$ cat src/rtl/core/pid_controller_filtered_derivative_macros.svh
// ----------------------------------------------------------------------------
// PID controller assertion macros
// Concurrent assertion wrappers on clk / rst_n; empty under synthesis.
// ----------------------------------------------------------------------------
`ifndef PID_CONTROLLER_FILTERED_DERIVATIVE_MACROS_SVH
`define PID_CONTROLLER_FILTERED_DERIVATIVE_MACROS_SVH
`ifndef SYNTHESIS
`define PIDFD_ASSERT_IMP(lbl, ante, cons) \
  lbl: assert property (@(posedge clk) disable iff (!rst_n) (ante) |-> (cons)) \
    else $error("pidfd assertion failed");
`define PIDFD_ASSERT_NEXT(lbl, ante, cons) \
  lbl: assert property (@(posedge clk) disable iff (!rst_n) (ante) |=> (cons)) \
    else $error("pidfd assertion failed");
`else
`define PIDFD_ASSERT_IMP(lbl, ante, cons)
`define PIDFD_ASSERT_NEXT(lbl, ante, cons)
`endif
`endif

$ cat src/rtl/core/pidfd_pkg.sv
// ----------------------------------------------------------------------------
// PID controller package
// Beat types, register map, fixed-point constants and saturation helper.
// ----------------------------------------------------------------------------
package pidfd_pkg;

  localparam int FRAC_BITS = 16;
  localparam int POLE_BITS = 16;
  localparam int CFG_IDX_W = 3;

  localparam logic signed [31:0] OUT_MIN_RST = 32'sh8000_0000;
  localparam logic signed [31:0] OUT_MAX_RST = 32'sh7fff_ffff;

  typedef enum logic [CFG_IDX_W-1:0] {
    CFG_KP_GAIN        = 3'd0,
    CFG_KI_HALF_PERIOD = 3'd1,
    CFG_KD_FILTER_GAIN = 3'd2,
    CFG_D_POLE         = 3'd3,
    CFG_OUT_MIN        = 3'd4,
    CFG_OUT_MAX        = 3'd5,
    CFG_SETPOINT       = 3'd6
  } cfg_idx_t;

  typedef enum logic [0:0] {
    CMD_UPDATE = 1'b0,
    CMD_CLEAR  = 1'b1
  } cmd_t;

  typedef struct packed {
    logic        [30:0] kp_gain;
    logic        [30:0] ki_half_period;
    logic        [30:0] kd_filter_gain;
    logic        [15:0] d_pole;
    logic signed [31:0] out_min;
    logic signed [31:0] out_max;
    logic signed [31:0] setpoint;
  } cfg_regs_t;

  localparam cfg_regs_t CFG_RST = '{
    kp_gain:        '0,
    ki_half_period: '0,
    kd_filter_gain: '0,
    d_pole:         '0,
    out_min:        OUT_MIN_RST,
    out_max:        OUT_MAX_RST,
    setpoint:       '0
  };

  typedef struct packed {
    cmd_t               command;
    logic signed [31:0] sample;
  } in_beat_t;

  typedef struct packed {
    logic signed [31:0] drive;
    logic signed [31:0] error_value;
    logic signed [31:0] p_term;
    logic signed [31:0] i_term;
    logic signed [31:0] d_term;
  } out_beat_t;

  // front stage -> loop stage
  typedef struct packed {
    logic               clr;
    logic signed [31:0] err;
    logic signed [63:0] kp_prod;
    logic signed [63:0] ki_prod;
    logic signed [63:0] kd_prod;
  } prod_beat_t;

  // loop stage -> output stage
  typedef struct packed {
    logic               clr;
    logic signed [31:0] err;
    logic signed [31:0] p_term;
    logic signed [31:0] i_term;
    logic signed [31:0] d_term;
  } term_beat_t;

  function automatic logic signed [31:0] sat32(input logic signed [63:0] x);
    logic signed [31:0] res;
    if (x > 64'sh0000_0000_7fff_ffff) begin
      res = OUT_MAX_RST;
    end else if (x < 64'shffff_ffff_8000_0000) begin
      res = OUT_MIN_RST;
    end else begin
      res = x[31:0];
    end
    return res;
  endfunction

endpackage

$ cat src/rtl/core/pidfd_loop.sv
// ----------------------------------------------------------------------------
// PID controller loop stage
// Proportional term, anti-windup integrator and filtered derivative state.
// ----------------------------------------------------------------------------
module pidfd_loop (
  input  logic                   clk,
  input  logic                   rst_n,
  input  logic                   load,
  input  pidfd_pkg::cfg_regs_t   cfg,
  input  pidfd_pkg::prod_beat_t  src,
  output pidfd_pkg::term_beat_t  dst
);

  logic signed [63:0] kp_prod, ki_prod, kd_prod, ki_sh, kd_sh, i_acc, d_acc;
  logic signed [31:0] p, i_raw, i_lo, i_cl, lo_lim, hi_lim, d;
  logic signed [31:0] out_min, out_max;
  logic signed [31:0] integ_r, integ_nxt, deriv_r, deriv_nxt;
  logic signed [32:0] lo_diff, hi_diff;
  logic signed [16:0] pole_s;
  logic signed [48:0] pole_prod, pole_sh;
  pidfd_pkg::term_beat_t dst_r, dst_nxt;

  assign kp_prod = src.kp_prod;
  assign ki_prod = src.ki_prod;
  assign kd_prod = src.kd_prod;
  assign out_min = cfg.out_min;
  assign out_max = cfg.out_max;

  assign p = pidfd_pkg::sat32(kp_prod >>> pidfd_pkg::FRAC_BITS);

  // integrator with anti-windup limits around p
  assign ki_sh   = ki_prod >>> pidfd_pkg::FRAC_BITS;
  assign i_acc   = {{32{integ_r[31]}}, integ_r} + ki_sh;
  assign i_raw   = pidfd_pkg::sat32(i_acc);
  assign lo_diff = {out_min[31], out_min} - {p[31], p};
  assign hi_diff = {out_max[31], out_max} - {p[31], p};
  assign lo_lim  = (p > out_min) ? pidfd_pkg::sat32({{31{lo_diff[32]}}, lo_diff}) : 32'sd0;
  assign hi_lim  = (p < out_max) ? pidfd_pkg::sat32({{31{hi_diff[32]}}, hi_diff}) : 32'sd0;
  assign i_lo    = (i_raw < lo_lim) ? lo_lim : i_raw;
  assign i_cl    = (i_lo > hi_lim) ? hi_lim : i_lo;

  // derivative on measurement, first-order low-pass
  assign pole_s    = {1'b0, cfg.d_pole};
  assign pole_prod = pole_s * deriv_r;
  assign pole_sh   = pole_prod >>> pidfd_pkg::POLE_BITS;
  assign kd_sh     = kd_prod >>> pidfd_pkg::FRAC_BITS;
  assign d_acc     = {{15{pole_sh[48]}}, pole_sh} - kd_sh;
  assign d         = pidfd_pkg::sat32(d_acc);

  always_comb begin
    integ_nxt = integ_r;
    deriv_nxt = deriv_r;
    dst_nxt   = dst_r;
    if (load) begin
      if (src.clr) begin
        integ_nxt = '0;
        deriv_nxt = '0;
        dst_nxt   = '{clr: 1'b1, err: '0, p_term: '0, i_term: '0, d_term: '0};
      end else begin
        integ_nxt = i_cl;
        deriv_nxt = d;
        dst_nxt   = '{clr: 1'b0, err: src.err, p_term: p, i_term: i_cl, d_term: d};
      end
    end
  end

  always_ff @(posedge clk) begin
    if (!rst_n) begin
      integ_r <= '0;
      deriv_r <= '0;
    end else begin
      integ_r <= integ_nxt;
      deriv_r <= deriv_nxt;
    end
  end

  always_ff @(posedge clk) begin
    dst_r <= dst_nxt;
  end

  assign dst = dst_r;

endmodule

$ cat config.mk
export PLATFORM = sky130hd
export DESIGN_NAME = pidfd_loop
export DESIGN_NICKNAME = d
export VERILOG_FILES = /design/src/rtl/core/pid_controller_filtered_derivative_macros.svh /design/src/rtl/core/pidfd_pkg.sv /design/src/rtl/core/pidfd_loop.sv
export SDC_FILE = /design/constraint.sdc
export NUM_CORES = 2
export LEC_CHECK = 0
export BUFFER_PORTS_ARGS = -buffer_cell sky130_fd_sc_hd__buf_2
export CELL_PAD_IN_SITES_DETAIL_PLACEMENT = 0
export CELL_PAD_IN_SITES_GLOBAL_PLACEMENT = 1
export CORE_AREA = 2 2 200 398
export CTS_CLUSTER_SIZE = 20
export DETAILED_ROUTE_END_ITERATION = 8
export DIE_AREA = 0 0 202 400
export GPL_TIMING_DRIVEN = 0
export PLACE_DENSITY = 0.95
export REMOVE_ABC_BUFFERS = 1
export SLEW_MARGIN = 10
export SYNTH_ARGS = -nofsm -noshare
export SYNTH_HDL_FRONTEND = slang
export SYNTH_SLANG_ARGS = --single-unit
$ cat constraint.sdc
create_clock -name clk -period 24.6 [get_ports clk]
set_clock_uncertainty 0.1 [all_clocks]
set_input_delay 4.92 -clock clk [delete_from_list [all_inputs] [get_ports clk]]
set_output_delay 4.92 -clock clk [all_outputs]
set_load 0.01 [all_outputs]
==> impl_metrics.yaml <==
status:
  status: "finished, final reports clean"
floorplan:
  rows: 145
  die_x_um: 202
  core_um2: 77800
  io_pins: 562
  initial_core_util_pct: 48.6
  die_h_um: 400
  die_area_um2: 80800
finish:
  drive_gt1_share_pct: 10.7
  n_fill_cell: 7361
  area_delta_synth_final_pct: 9.35
  finalNetCount: 5967
  fin_cells: 5780
  final_cell_area_um2: 41300
global_routing:
  grt_remaining_overflow: 0
  antenna_found_initial: 25
  grt_pass1_vias: 36900
  groute.usage.overall_pct: 33.9
  grt_first_pass_wirelength_um: 206000
  grt_max_degree: 76
logic_synthesis:
  synth.top_cell.area_share_pct: 25.9
  yosysWarnings: 0
  synthXorXnorAreaFrac_pct: 4.12
  yosysMostFrequentCell: "inv_1"
  synthFlopType: "edfxtp_1"
  synth-simple-area-share_pct: 17.2
  synth_top_family_by_area: "adder cells"
  synth.cell_area_um2: 37800
  ys_types: 90
  synth_compound_area_share_pct: 18.0
  synthCells: 4512
  yosys-top-cells-count: "inv_1 (697), nand2_1 (541), fa_1 (490)"
  synth-seq-cells: 193
  synth_adder_area_share_pct: 36.7
  synth_edf_count: 129
  synth-seq-area-share_pct: 13.6
  synth_area_leaders: "fa_1 (26%), ha_1 (11%), edfxtp_1 (10%), inv_1 (6.9%), nand2_1 (5.4%)"
  synth_async_sr_flop_share_pct: 0
  synth.largest_area_cell: "fa_1"
  synthMuxAreaShare_pct: 0.976
  syn_area_per_cell_um2: 8.38
critical_path:
  crit_required_ns: 24.92
  cpMostUsedCell: "a21o_1"
  r2r-start: "integ_r[21]"
  path_max_fanout: 38
  critPathCaptureType: "register"
  crit_arrival_ns: 19.40
  crit_type: "primary input to register"
  cpPeakStageDelay_ns: 1.08
  r2r_setup_slack_ns: 11.18
  critPathLaunch: "src[191]"
  timing.rr.end: "integ_r[0]"
  critPathLaunchType: "primary input"
  rr_worst_depth: 40
  slowest_stage: "a2111oi_0"
routing:
  initialDrtViolationCount: 1912
  route.detailed.wl_per_inst_um: 23.2
  vias: 34500
  ant_nets: 0
  drc: 0
  viasPerCell: 5.97
  drt_wl_total_um: 134000
  first_pass_iters: 6
sta:
  timing.final.hold_violations: 0
  rsz0062_at_grt: "no"
  clock.fmax_mhz: 52.4
  finalMaxSlewViolations: 0
  finalSetupViolations: 0
  fin_crit_sh_pct: 77.6
  slew-limit-headroom_pct: 9.43
  fin_crit_ns: 19.08
  worst_slew_pin_slew_ns: 1.35
flow_run:
  maxCapViolCount: 0
worst_hold_path:
  hold_depth: 2
  hold_path_class: "register to register"
  hold_start: "integ_r[13]"
  hold_end: "integ_r[13]"
cts:
  cts_made_buffers: 17
  holdBufCountCts: 0
  cts.sinks: 193
  clk_pin_slew_ns: 0.07
  cts_tree: "built"
  root_buffer: "clkbuf_16"
  cts.repair.resized: 0
  cts_setup_buffers: 0
  htreeDepth: 4
  clkLatencyLatePin_ns: 0.52
  clock_path_buffers: 2
placed_design:
  gp_congestion: 0.969
  placedInstanceArea_um2: 40700
  hpwl_um: 109000
  port_buffers: 388
  place_inst: 5732
## registers in the layout (all words and copies together) (netlist names)
register,cells
dst,129
integ_r,32
deriv_r,32
## metrics by stage
step | TNS (ns) | setup WS, ns | hold slack, ns | util [%]
finish | 0 | 5.52 | 0.372 | 53.1
global route | 0 | 5.21 | 0.398 | 53.1
CTS | 0 | 5.74 | 0.370 | 53.1
detailed placement | 0 | 5.29 | 0.352 | 52.3
global placement | -110.39 | -3.13 | 0.339 | 51.6
floorplan | 0 | 4.99 | 0.329 | -
## worst max-delay path, delay by kind of cell
kind	cells	cell delay, ns
buf+inv	6	1.36
compound gates	28	8.56
mux	2	1.16
fa+ha+maj	4	1.23
simple gates	6	2.05
## final cells by class
| cell class | instances | area, µm² | area share, % |
|---|---|---|---|
| flip-flops and latches | 193 | 5150 | 12.5 |
| inverters | 697 | 2620 | 6.33 |
| repair buffers | 414 | 2370 | 5.73 |
| diodes | 16 | 40.0 | 0.0968 |
| clock inverters | 15 | 184 | 0.445 |
| well taps | 1029 | 1290 | 3.11 |
| clock buffers | 17 | 425 | 1.03 |
| multi-input cells | 3399 | 29300 | 70.8 |
## how the worst max path moves through the flow
stage | to | slack, ns | depth (start not counted)
after floorplan | integ_r[20] | 4.99 | 40
after global placement | integ_r[16] | -3.13 | 40
after detailed placement | integ_r[31] | 5.29 | 46
after CTS | integ_r[0] | 5.74 | 46
after global routing | integ_r[0] | 5.21 | 46
final | integ_r[0] | 5.52 | 46
## routing by layer
metal / GRT usage [%] / up-vias / routed length (µm)
met5: 0 / - / 47
met3: 7.17 / 696 / 10700
li1: - / 15500 / -
met4: 31.3 / 8 / 14300
met2: 62.1 / 1680 / 69200
met1: 31.1 / 16600 / 40100
## placed cells by master, fill, tap and decap left out, types with 28 or more instances in the layout
master	Yosys	final
and2_1	210	209
nand3_1	57	57
nand4_1	52	52
buf_2	7	388
mux2i_1	29	28
xor2_1	56	56
nand2b_1	59	59
xnor2_1	122	121
o21a_1	51	51
a211oi_1	45	45
dfxtp_1	64	64
ha_1	322	322
o211ai_1	58	58
nor2_1	196	194
and3_1	30	30
fa_1	490	490
nand2_1	541	541
a31oi_1	32	31
o21ai_0	152	149
a21o_1	135	135
inv_1	697	697
nor3_1	57	57
edfxtp_1	129	129
nor2b_1	71	70
o21bai_1	29	29
a21oi_1	292	291
## cells by family (layout without fill, tap and decap cells)
group                    after synthesis  after routing
AO/OA/AOI/OAI                       1025           1025
XOR/XNOR                             178            178
adder cells (fa/ha/maj)              816            816
buffers and inverters                920           1143
flip-flops                           193            193
multiplexers                          36             36
other                                  0             16
AND/OR/NAND/NOR                     1344           1344
Power is left out: the tool's default activity adds up to more than one toggle a clock period on the data nets, which glitch-free logic cannot reach.
